`config.mk`:
```
export PLATFORM = sky130hd
export DESIGN_NAME = text_console_cursor_engine
export DESIGN_NICKNAME = d
export VERILOG_FILES = /design/src/hdl/tcce_pkg.sv /design/src/hdl/text_console_cursor_engine.sv
export VERILOG_INCLUDE_DIRS = /design/src /design/src/hdl
export SDC_FILE = /design/constraint.sdc
export NUM_CORES = 1
export LEC_CHECK = 0
export ABC_AREA = 0
export BUFFER_PORTS_ARGS = -buffer_cell sky130_fd_sc_hd__buf_2
export CAP_MARGIN = 20
export CORE_MARGIN = 4
export CORE_UTILIZATION = 55
export DETAILED_ROUTE_END_ITERATION = 10
export PLACE_DENSITY = 0.77
export SETUP_SLACK_MARGIN = 0.2
export SLEW_MARGIN = 20
export SYNTH_ARGS = -nofsm -noshare
export SYNTH_HDL_FRONTEND = slang
export SYNTH_SLANG_ARGS = --single-unit
```
`constraint.sdc`:
```
create_clock -name clk_i -period 9.75 [get_ports clk_i]
set_input_delay 1.95 -clock clk_i [delete_from_list [all_inputs] [get_ports clk_i]]
set_output_delay 1.95 -clock clk_i [all_outputs]
set_load 0.03 [all_outputs]
```
`src/hdl/text_console_cursor_engine_macros.svh`:
```
// Assertion macros for the text console cursor engine.
// Needs clk_i and rst_ni in the scope of each use.
`ifndef TEXT_CONSOLE_CURSOR_ENGINE_MACROS_SVH
`define TEXT_CONSOLE_CURSOR_ENGINE_MACROS_SVH

// Condition that must hold at every edge out of reset.
`define TCCE_ASSERT(lbl, cond, msg) \
  lbl: assert property (@(posedge clk_i) disable iff (!rst_ni) (cond)) else $error(msg);

// Same-cycle implication.
`define TCCE_ASSERT_IMP(lbl, ante, cons, msg) \
  lbl: assert property (@(posedge clk_i) disable iff (!rst_ni) (ante) |-> (cons)) \
    else $error(msg);

// Next-cycle implication.
`define TCCE_ASSERT_NXT(lbl, ante, cons, msg) \
  lbl: assert property (@(posedge clk_i) disable iff (!rst_ni) (ante) |=> (cons)) \
    else $error(msg);

`endif

```
`src/hdl/tcce_pkg.sv`:
```
// Package for the text console cursor engine: geometry, widths, codes.
// No dependencies.
package tcce_pkg;

  localparam int unsigned COLUMNS     = 80;
  localparam int unsigned ROWS        = 25;
  localparam int unsigned PAGES       = 2;
  localparam int unsigned SCREEN_CELLS = COLUMNS * ROWS;
  localparam int unsigned STORE_CELLS  = SCREEN_CELLS * PAGES;
  localparam int unsigned STORE_ROWS   = ROWS * PAGES;
  localparam int unsigned VIEW_LIMIT   = ROWS * (PAGES - 1);

  localparam int unsigned CH_W   = 8;
  localparam int unsigned CELL_W = 12;
  localparam int unsigned VIEW_W = 5;
  localparam int unsigned ROW_W  = $clog2(STORE_ROWS + 1);
  localparam int unsigned COL_W  = $clog2(COLUMNS);

  localparam logic [CH_W-1:0] ATTR_RESET = 8'h0f;
  localparam logic [CH_W-1:0] CH_NEWLINE = 8'h0a;
  localparam logic [CH_W-1:0] CH_RETURN  = 8'h0d;
  localparam logic [CH_W-1:0] CH_BACKSP  = 8'h08;
  localparam logic [CH_W-1:0] CH_ESCAPE  = 8'h1b;

  typedef enum logic [1:0] {
    WK_NONE      = 2'd0,
    WK_CHAR_ATTR = 2'd1,
    WK_CHAR_ONLY = 2'd2
  } write_kind_e;

endpackage

```
`src/hdl/text_console_cursor_engine.sv`:
```
// Text console cursor engine top level: cursor, scroll view and cell writes.
// Depends on tcce_pkg and text_console_cursor_engine_macros.svh.
//
// channel | direction | handshake                 | payload
// in      | input     | in_valid_i / in_ready_o   | ch_i
// out     | output    | out_valid_o / out_ready_i | write_kind_o .. cursor_pos_o
//
// One item per cycle unless a result stalls; its result is registered and shows in the cycle after accept.
// All cursor and scroll math is done in the accept cycle and lands in the
// result register; the column and row are kept beside the cursor.
// Reset: cursor 0, view 0, attribute 0x0f, escape clear, no result held.
// A stalled result stays put; a new item is taken in the cycle it drains.
`include "text_console_cursor_engine_macros.svh"

module text_console_cursor_engine
  import tcce_pkg::*;
(
  input  logic              clk_i,
  input  logic              rst_ni,
  input  logic              in_valid_i,
  output logic              in_ready_o,
  input  logic [CH_W-1:0]   ch_i,
  output logic              out_valid_o,
  input  logic              out_ready_i,
  output logic [1:0]        write_kind_o,
  output logic [CELL_W-1:0] cell_index_o,
  output logic [CH_W-1:0]   cell_char_o,
  output logic [CH_W-1:0]   cell_attr_o,
  output logic              shift_up_o,
  output logic [VIEW_W-1:0] view_row_o,
  output logic              cursor_update_o,
  output logic [CELL_W-1:0] cursor_pos_o
);

  // state
  logic [CELL_W-1:0] cursor_q, cursor_d;
  logic [ROW_W-1:0]  row_q, row_d;
  logic [COL_W-1:0]  col_q, col_d;
  logic [VIEW_W-1:0] view_q, view_d;
  logic [VIEW_W-1:0] deep_q, deep_d;
  logic [CH_W-1:0]   attr_q, attr_d;
  logic              esc_q, esc_d;
  logic              out_valid_q, out_valid_d;

  // result
  write_kind_e       kind_q, kind_d;
  logic [CELL_W-1:0] idx_q, idx_d;
  logic [CH_W-1:0]   cch_q, cch_d;
  logic [CH_W-1:0]   cattr_q, cattr_d;
  logic              shift_q, shift_d;
  logic [VIEW_W-1:0] vrow_q;
  logic              upd_q, upd_d;
  logic [CELL_W-1:0] pos_q, pos_d;

  logic              accept;
  logic              tail;
  logic [CELL_W-1:0] cur_a;
  logic [ROW_W-1:0]  row_a;
  logic [ROW_W:0]    scroll_lim;
  logic [ROW_W:0]    deep_lim;
  logic [VIEW_W:0]   deep_inc;
  logic [CELL_W-1:0] view_base;

  assign in_ready_o = !out_valid_q || out_ready_i;
  assign accept     = in_valid_i && in_ready_o;

  always_comb begin
    cur_a      = cursor_q;
    row_a      = row_q;
    col_d      = col_q;
    view_d     = view_q;
    attr_d     = attr_q;
    esc_d      = esc_q;
    tail       = 1'b1;
    kind_d     = WK_NONE;
    idx_d      = '0;
    cch_d      = '0;
    cattr_d    = '0;
    deep_inc   = {1'b0, deep_q} + (VIEW_W+1)'(1);
    scroll_lim = (ROW_W+1)'(ROWS) + (ROW_W+1)'(view_q);
    if (esc_q) begin
      attr_d = ch_i;
      esc_d  = 1'b0;
      tail   = 1'b0;
    end else begin
      case (ch_i)
        CH_NEWLINE: begin
          cur_a = cursor_q - CELL_W'(col_q) + CELL_W'(COLUMNS);
          row_a = row_q + ROW_W'(1);
          col_d = '0;
          if ({1'b0, row_a} >= scroll_lim && deep_q >= view_q) begin
            if (deep_inc > (VIEW_W+1)'(VIEW_LIMIT)) begin
              view_d = VIEW_W'(VIEW_LIMIT);
            end else begin
              view_d = deep_inc[VIEW_W-1:0];
            end
          end
        end
        CH_RETURN: begin
          cur_a = cursor_q - CELL_W'(col_q);
          col_d = '0;
        end
        CH_BACKSP: begin
          if (cursor_q != '0) begin
            cur_a  = cursor_q - CELL_W'(1);
            kind_d = WK_CHAR_ONLY;
            idx_d  = cur_a;
            if (col_q == '0) begin
              col_d = COL_W'(COLUMNS - 1);
              row_a = row_q - ROW_W'(1);
            end else begin
              col_d = col_q - COL_W'(1);
            end
          end
        end
        CH_ESCAPE: begin
          esc_d = 1'b1;
          tail  = 1'b0;
        end
        default: begin
          kind_d  = WK_CHAR_ATTR;
          idx_d   = cursor_q;
          cch_d   = ch_i;
          cattr_d = attr_q;
          cur_a   = cursor_q + CELL_W'(1);
          if (col_q == COL_W'(COLUMNS - 1)) begin
            col_d = '0;
            row_a = row_q + ROW_W'(1);
          end else begin
            col_d = col_q + COL_W'(1);
          end
        end
      endcase
    end
  end

  // shift check, deepest row, display cursor
  always_comb begin
    cursor_d  = cur_a;
    row_d     = row_a;
    deep_d    = deep_q;
    shift_d   = 1'b0;
    upd_d     = 1'b0;
    pos_d     = '0;
    deep_lim  = (ROW_W+1)'(ROWS) + (ROW_W+1)'(deep_q);
    view_base = CELL_W'(view_d) * CELL_W'(COLUMNS);
    if (tail) begin
      if (cur_a >= CELL_W'(STORE_CELLS)) begin
        cursor_d = cur_a - CELL_W'(COLUMNS);
        row_d    = row_a - ROW_W'(1);
        shift_d  = 1'b1;
      end
      if ({1'b0, row_d} >= deep_lim) begin
        deep_d = deep_q + VIEW_W'(1);
      end
      if (row_d >= ROW_W'(view_d)) begin
        upd_d = 1'b1;
        pos_d = cursor_d - view_base;
      end
    end
  end

  assign out_valid_d = accept || (out_valid_q && !out_ready_i);

  always_ff @(posedge clk_i or negedge rst_ni) begin
    if (!rst_ni) begin
      cursor_q    <= '0;
      row_q       <= '0;
      col_q       <= '0;
      view_q      <= '0;
      deep_q      <= '0;
      attr_q      <= ATTR_RESET;
      esc_q       <= 1'b0;
      out_valid_q <= 1'b0;
    end else begin
      out_valid_q <= out_valid_d;
      if (accept) begin
        cursor_q <= cursor_d;
        row_q    <= row_d;
        col_q    <= col_d;
        view_q   <= view_d;
        deep_q   <= deep_d;
        attr_q   <= attr_d;
        esc_q    <= esc_d;
      end
    end
  end

  always_ff @(posedge clk_i) begin
    if (accept) begin
      kind_q  <= kind_d;
      idx_q   <= idx_d;
      cch_q   <= cch_d;
      cattr_q <= cattr_d;
      shift_q <= shift_d;
      vrow_q  <= view_d;
      upd_q   <= upd_d;
      pos_q   <= pos_d;
    end
  end

  assign out_valid_o     = out_valid_q;
  assign write_kind_o    = kind_q;
  assign cell_index_o    = idx_q;
  assign cell_char_o     = cch_q;
  assign cell_attr_o     = cattr_q;
  assign shift_up_o      = shift_q;
  assign view_row_o      = vrow_q;
  assign cursor_update_o = upd_q;
  assign cursor_pos_o    = pos_q;

  `TCCE_ASSERT(a_cursor_rowcol, 32'(cursor_q) == 32'(row_q) * COLUMNS + 32'(col_q),
               "cursor out of step with row/col")
  `TCCE_ASSERT(a_cursor_range, cursor_q < CELL_W'(STORE_CELLS) && col_q < COL_W'(COLUMNS),
               "cursor out of store")
  `TCCE_ASSERT(a_view_range, view_q <= VIEW_W'(VIEW_LIMIT) && deep_q <= VIEW_W'(ROWS),
               "view or deepest row out of range")
  `TCCE_ASSERT_IMP(a_write_index, out_valid_q && kind_q != WK_NONE,
                   idx_q < CELL_W'(STORE_CELLS), "cell write outside store")
  `TCCE_ASSERT_NXT(a_accept_result, accept, out_valid_q, "accepted item left no result")

endmodule

```
==> results of run 1 <==
[flip-flops by register name, summed over array words and instances (netlist names)]
signal	flops
cell_index_o	12
cursor_pos_o	12
cursor_q	12
attr_q	8
cell_attr_o	8
cell_char_o	8
col_q	7
row_q	6
deep_q	5
view_q	5
view_row_o	5
write_kind_o	2
cursor_update_o	1
esc_q	1
out_valid_o	1
shift_up_o	1
[final timing paths]
path	endpoint	from	slack, ns	depth (start not counted)
max	cursor_pos_o[11]	ch_i[5]	2.22	19
min	attr_q[7]	attr_q[7]	0.51	1
max reg2reg	cursor_pos_o[0]	cursor_q[1]	2.44	23
min reg2reg	attr_q[7]	attr_q[7]	0.51	1
min in group asynchronous	col_q[1]	rst_ni	1.68	2
max in group asynchronous	attr_q[4]	rst_ni	7.63	2
[routing by layer]
layer | track usage (%) | share of wire [%] | vias up | routed length (um)
li1 | - | - | 3310 | -
met4 | 10.54 | 3.3 | 0 | 696
met5 | 0 | 0 | - | 0
met2 | 43.60 | 47 | 415 | 9983
met1 | 35.49 | 41 | 3292 | 8731
met3 | 4.064 | 9.2 | 63 | 1964
[final cells by class]
type,count,area (um^2),share of cell area [%]
Multi-Input combinational cell,692,4693,56.21
Sequential cell,94,2603,31.17
Timing Repair Buffer,70,370.4,4.436
Clock buffer,9,225.2,2.697
Tap cell,176,220.2,2.637
Inverter,42,157.7,1.888
Clock inverter,7,80.08,0.9591
[power breakdown]
group	internal [uW]	leakage (uW)	switching (uW)
combinational	497	0.00229	772
clock	182	0.000145	176
sequential	527	0.00104	131
total	1210	0.00347	1080
[synthesized netlist by cell type, types with 6 or more instances]
master / n
a211o_1: 6
a211oi_1: 10
a21o_1: 12
a21oi_1: 51
a22oi_1: 9
a31oi_1: 8
and2_1: 6
and3_1: 24
buf_2: 6
clkbuf_1: 43
dfrtp_1: 41
edfxtp_1: 49
ha_1: 56
inv_1: 41
mux2_2: 10
mux2i_1: 7
nand2_1: 77
nand2b_1: 18
nand3_1: 24
nand4_1: 11
nor2_1: 68
nor2b_1: 13
nor3_1: 30
nor4_1: 8
o211ai_1: 14
o21a_1: 7
o21ai_0: 67
o22ai_1: 9
or2_2: 6
or3_1: 9
xnor2_1: 31
xor2_1: 17
[kinds of logic after synthesis]
| group | count (synthesis) | share of synthesized area (%) |
|---|---|---|
| DFF | 94 | 33.91 |
| buffers and inverters | 96 | 4.940 |
| adders and majority gates | 59 | 9.912 |
| muxes | 17 | 2.380 |
| and+or+nand+nor | 316 | 21.36 |
| xor gates and xnor gates | 49 | 5.690 |
| AOI/OAI and AO/OA | 251 | 21.81 |
[metrics by stage]
| stage | worst slack [ns] | util [%] | power, uW |
|---|---|---|---|
| 6_report | 2.223 | 62.06 | 2285 |
| 5_1_grt | 1.814 | 62.06 | 2462 |
| 4_1_cts | 2.311 | 62.06 | 2269 |
| 3_5_place_dp | 1.954 | 59.79 | 1904 |
| 3_3_place_gp | 2.054 | 59.79 | 1896 |
| 2_1_floorplan | 2.867 | - | 1598 |
==> results.md, run 1 <==
| Item | Value |
|:---|:---|
| Final setup viols | 0 |
| Starting Density | 57.05% |
| WP buf/inv | 3 |
| Total grt overflow | 0 |
| TritonCTS clock tree | done |
| Clock transition at the register clock pins on the worst setup and hold paths after CTS | 0.07 ns |
| I/O pin total | 63 |
| Syn Area/Cell | 8.702 um^2 |
| Maximum ir drop on the vdd rail | 0.1096 mV |
| Leak Pwr | 0.003471 uW |
| Most used DFF post-synth | edfxtp_1 |
| Least-Margin Pin Slew | 0.9936 ns |
| Layout cell share with drive strength beyond 1 | 13.79% |
| Number of nets in the finished design | 980 |
| Area share of the largest cell type after synthesis | 19.17% |
| # H-tree levels | 3 |
| RSZ-0062 raised after global routing | false |
| Max-slew violations | 0 |
| Syn Std Cell Area | 7675 um^2 |
| Cell repeated most along the worst path | ha_1 |
| Endpoint arrival time on the critical path | 7.60 ns |
| Layout Cells excl Fill | 1090 |
| HPWL after detailed placement | 15690 um |
| Final-layout setup total negative slack | 0 ns |
| Power density of the placed cells | 273.7 nW/um^2 |
| Cts bufs inserted | 9 |
| Maximum number of pins on one net before global-route repair | 67 |
| Buffers inserted by post-CTS timing repair | 0 |
| Cell Area, Placed | 8044 um^2 |
| Diode count | 0 |
| Final cell area excluding filler cells | 8349 um^2 |
| Type of the worst setup path | primary input to flop |
| Wire length of the first global-routing pass | 34620 um |
| Async set-reset flop share out of synthesis | 47.87% |
| Clock tree sinks | 94 |
| Area of the placeable core | 13450 um^2 |
| Total iterations of the first detailed-routing run | 8 |
| Worst slew margin relative to its limit | 33.76% |
| All-Layer GR Usage | 26.61% |
| Via density per instance | 6.495 |
| Vias in the first global route | 6674 |
| Portion of the post-synthesis area used by sequential elements | 33.91% |
| Run status | finished clean |
| Final hold slack | 0.5126 ns |
| Number of vias after detailed routing | 7080 |
| Min Tclk post-route | 7.527 ns |
| Biggest cell delay along the critical path | 0.80 ns |
| DRC errors left | 0 |
| Port buffer count | 62 |
| DRT Wirelength | 21380 um |
| Critical Path, Cell by Cell | buf_2 > nor4b_2 > o31ai_4 > nor2_1 > nand2_1 > a211oi_1 > mux2i_1 > inv_1 > ha_1 > ha_1 > inv_1 > fa_1 > ha_1 > a21o_1 > a21o_1 > a21oi_1 > xnor2_1 > xnor2_1 > nor3_1 |
| Hold crit path type | flop to flop |
| Remaining antenna violation count | 0 |
| Hold violation total from the final report | 0 |
| Nets in the synthesized netlist | 953 |
| Cell with the largest stage delay on the worst path | a211oi_1 |
| Maximum clock insertion buffer count | 2 |
| Placement Rows | 42 |
| Synthesis warning total | 0 |
| Setup crit end kind | flop |
| Most frequent standard cell in the layout excluding fill and tap cells | nand2_1 |
| Critical path's top delay family | compound AO/OA/AOI/OAI gates |
| Clk_lat worst skew | 0.36 ns |
| Area added between synthesis and finish | 8.787% |
| Number of hold-repair buffers added at the cts stage | 0 |
| Max-cap viol count | 0 |
| Die height | 126.1 um |
| Area of the die | 15910 um^2 |
| CTS-repair resized insts | 0 |
| Commonest non-fill, non-tap cells in the layout | nand2_1, nor2_1, o21ai_0, buf_2, ha_1 |
| Maximum net fanout on the critical path | 12 |
| Clock tree root buffer cell | clkbuf_16 |
| Final estimated routing congestion in global placement | 0.9388 |
| 1st-iter DRT viols | 729 |
| Startpoint types | primary input |
| Number of synthesized flops with an enable pin | 49 |
| Post-synth cell types | 87 |
| Dominant cell type by area after synthesis | edfxtp_1 |
| Die span in x | 126.1 um |
| Number of instances in the synthesized netlist | 882 |
| Cell types with the largest area share after synthesis | edfxtp_1, dfrtp_1, ha_1 |
| Peak clock frequency supported by timing | 132.9 MHz |
| Routed wirelength normalized by instance count | 19.61 um |
| Required time of the critical path | 9.82 ns |
| Final critical-path share of the clock period | 77.20% |
| Instance count after placement with tap cells included | 1074 |
| Worst clock skew on the final layout | 0.009820 ns |
| Antenna violations before repair | 0 |
| # fillers | 1181 |
| Number of register bits inferred by synthesis | 94 |
No activity file was read; power rests on OpenSTA's default activity.
==> run 2, diff against run 1 <==
- ABC_AREA: 0 -> 1
- PLACE_DENSITY: 0.77 -> 0.8
- clock period: 9.75 -> 6.15 ns (I/O delays scaled with it)
==> run 2 against run 1 <==
Against the previous run: hold slack worse by 0.0089 ns; clock-buffer cell count stayed put; design area is 7.2% higher; worst setup slack worse by 1.8 ns; synthesized cell count is 32% higher; clock skew is 0.0027 ns higher; synthesized area is 6.9% higher; critical path depth is 21 higher; non-clock buffer count is 7 higher.
==> results.md, run 2 <==
| Item | Value | Delta |
|:---|:---|:---|
| Peak clock frequency supported by timing | 175.9 MHz |  |
| Syn Std Cell Area | 8203 um^2 | +6.9% |
| Startpoint types | flop |  |
| Number of hold-repair buffers added at the cts stage | 0 | unchanged |
| Max-cap viol count | 0 | unchanged |
| Async set-reset flop share out of synthesis | 47.87% | unchanged |
| Cts bufs inserted | 9 | unchanged |
| Hold violation total from the final report | 0 | unchanged |
| Area share of the largest cell type after synthesis | 17.94% | -1.2 points |
| Number of register bits inferred by synthesis | 94 | unchanged |
| Beginning of the worst register-to-register path | cursor_q[0] |  |
| Antenna violations before repair | 1 | +1 |
| Area added between synthesis and finish | 9.091% |  |
| Required time of the critical path | 6.27 ns | -3.55 ns |
| Area of the placeable core | 14590 um^2 | +8.4% |
| Total grt overflow | 0 | unchanged |
| Final hold slack | 0.5037 ns | -0.008874 ns |
| Top post-synthesis cells by count | nand2_1, inv_1, nor2_1 |  |
| Cell types with the largest area share after synthesis | edfxtp_1, nand2_1, dfrtp_1 |  |
| Remaining antenna violation count | 0 | unchanged |
| Cell repeated most along the worst path | nand2_1 |  |
| Hold crit path type | flop to flop |  |
| Most instantiated library cell after synthesis | nand2_1 |  |
| Reg area | 2603 um^2 | unchanged |
| Vias in the first global route | 7034 | +5.4% |
| Most used DFF post-synth | edfxtp_1 |  |
| HPWL after detailed placement | 16310 um | +4.0% |
| Dominant cell type by area after synthesis | edfxtp_1 |  |
| I/O pin total | 63 | unchanged |
| Maximum ir drop on the vdd rail | 0.1970 mV | +80% |
| Maximum clock insertion buffer count | 2 | unchanged |
| RSZ-0062 raised after global routing | true |  |
| Biggest cell delay along the critical path | 0.50 ns | -0.30 ns |
| Multi-input combinational cell area | 4746 um^2 | +1.1% |
| Layout Cells excl Fill | 1404 | +29% |
| Portion of the post-synthesis area used by sequential elements | 31.73% | -2.2 points |
| DRT Wirelength | 21500 um | +0.59% |
| Run status | finished clean |  |
| Worst min-delay path startpoint | attr_q[1] |  |
| Crit. Startpoint | cursor_q[0] |  |
| Nets in the synthesized netlist | 1231 | +29% |
| Routed wirelength normalized by instance count | 15.32 um | -22% |
| Clock tree sinks | 94 | unchanged |
| Maximum number of pins on one net before global-route repair | 63 | -6.0% |
| Leak Pwr | 0.004503 uW | +30% |
| Layout cell share with drive strength beyond 1 | 14.84% | +1.1 points |
| Max-slew violations | 0 | unchanged |
| TritonCTS clock tree | done |  |
| # fillers | 1285 | +8.8% |
| # H-tree levels | 3 | unchanged |
| Worst clock skew on the final layout | 0.01254 ns | +0.002716 ns |
| Instance count after placement with tap cells included | 1387 | +29% |
| 1st-iter DRT viols | 733 | +0.55% |
| Starting Density | 56.23% | -0.82 points |
| Port buffer count | 62 | unchanged |
| Clk_lat worst skew | 0.36 ns | about the same |
| Via density per instance | 5.518 | -15% |
| Number of vias after detailed routing | 7747 | +9.4% |
| Diode count | 0 | unchanged |
| Die span in x | 130.1 um | +3.2% |
| Endpoint arrival time on the critical path | 5.80 ns | -1.80 ns |
| Least-Margin Pin Slew | 0.9534 ns | -0.04027 ns |
| Setup crit end kind | flop |  |
| Post-synth cell types | 58 | -33% |
| Final critical-path share of the clock period | 92.45% |  |
| Number of synthesized flops with an enable pin | 49 | unchanged |
| Number of nets in the finished design | 1286 | +31% |
| Min Tclk post-route | 5.686 ns |  |
| Total iterations of the first detailed-routing run | 8 | unchanged |
| Wire length of the first global-routing pass | 34650 um | about the same |
| Commonest non-fill, non-tap cells in the layout | nand2_1, inv_1, nor2_1, nand3_1, buf_2 |  |
| Area of the die | 16930 um^2 | +6.4% |
| Placement Rows | 44 | +4.8% |
| DRC errors left | 0 | unchanged |
| Cell with the largest stage delay on the worst path | dfrtp_1 |  |
| Type of the worst setup path | flop to flop |  |
| All-Layer GR Usage | 25.74% | -0.86 points |
| Syn Area/Cell | 7.071 um^2 | -19% |
| Die height | 130.1 um | +3.2% |
| Worst slew margin relative to its limit | 36.21% | +2.4 points |
| Number of instances in the synthesized netlist | 1160 | +32% |
| Power density of the placed cells | 507.0 nW/um^2 | +85% |
| Final estimated routing congestion in global placement | 1.015 | +8.1% |
| Most frequent standard cell in the layout excluding fill and tap cells | nand2_1 |  |
| Synthesis warning total | 0 | unchanged |
| Final setup viols | 0 | unchanged |
| Maximum net fanout on the critical path | 12 | unchanged |
| Clock tree root buffer cell | clkbuf_16 |  |
| Clock transition at the register clock pins on the worst setup and hold paths after CTS | 0.08 ns | about the same |
run 2: changes by cell type after synthesis, sizes merged, moves of 12 or more:
cell	delta
nand3	+81
inv	+125
nor2	+67
nor2b	-13
and3	-24
nor3	-22
nand2b	-18
nand2	+265
clkbuf	-32
a21o	-12
xnor2	-26
nand4	+16
run 2: per-layer routing:
metal  vias to the layer above  track usage, %  routed length [um]
li1                       3855               -                   -
met5                         -               0                  12
met1                      3534           33.68                9231
met4                         2           10.94                 760
met2                       288           42.49               10050
met3                        68           3.889                1444
run 2: final timing paths:
check / end / slack (ns) / cells past startpoint
hold reg to reg: attr_q[1] / 0.50 / 2
setup reg to reg: cursor_pos_o[11] / 0.46 / 40
hold / removal: attr_q[1] / 0.50 / 2
min in group asynchronous: col_q[4] / 0.96 / 2
setup / recovery: cursor_pos_o[11] / 0.46 / 40
max in group asynchronous: attr_q[7] / 4.76 / 2
run 2: stage by stage:
stage	TNS [ns]	power, uW	utilization, %	setup slack, ns	area [um^2]
finish	0	4537	61.34	0.4642	8949
detailed placement	0	3925	59.16	0.2152	8631
CTS	0	4510	61.25	0.4505	8936
global route	-0.02022	4953	61.34	-0.02022	8949
global placement	0	3873	59.16	0.4312	8631
floorplan	0	3326	-	0.8699	8203
run 2: kinds of logic (layout without fill, tap and decap cells):
logic type	count (synthesis)	count (layout)	share of synthesized area, %
flops	94	94	31.73
buf+inv	202	262	10.48
simple gates	630	630	35.13
xor+xnor	33	33	3.524
compound gates	142	142	9.869
fa+ha+maj	59	59	9.274
run 2: area by class of cell:
type / instances / area share (%)
Clock buffer: 9 / 2.517
Clock inverter: 7 / 0.8949
Tap cell: 184 / 2.573
Inverter: 169 / 7.173
Multi-Input combinational cell: 864 / 53.03
Sequential cell: 94 / 29.08
Timing Repair Buffer: 77 / 4.726
run 2: report_power, final:
part	internal (uW)	switching (uW)
clock network	289	278
logic	974	1860
registers	920	213
total	2180	2350
run 2: what timing repair did:
| item | CTS | global route |
|---|---|---|
| hold endpoints to repair | 0 | 0 |
| resized for setup | 0 | 1 |
| setup endpoints to repair | 0 | 12 |
| setup buffers | 0 | 1 |
run 2: worst max-delay path: cells and delay by family, from the launching register on:
kind	cells	cell delay [ns]
and+or+nand+nor	29	2.58
adders and majority gates	5	1.47
AOI/OAI and AO/OA	3	0.57
DFF	1	0.50
buffers and inverters	3	0.30
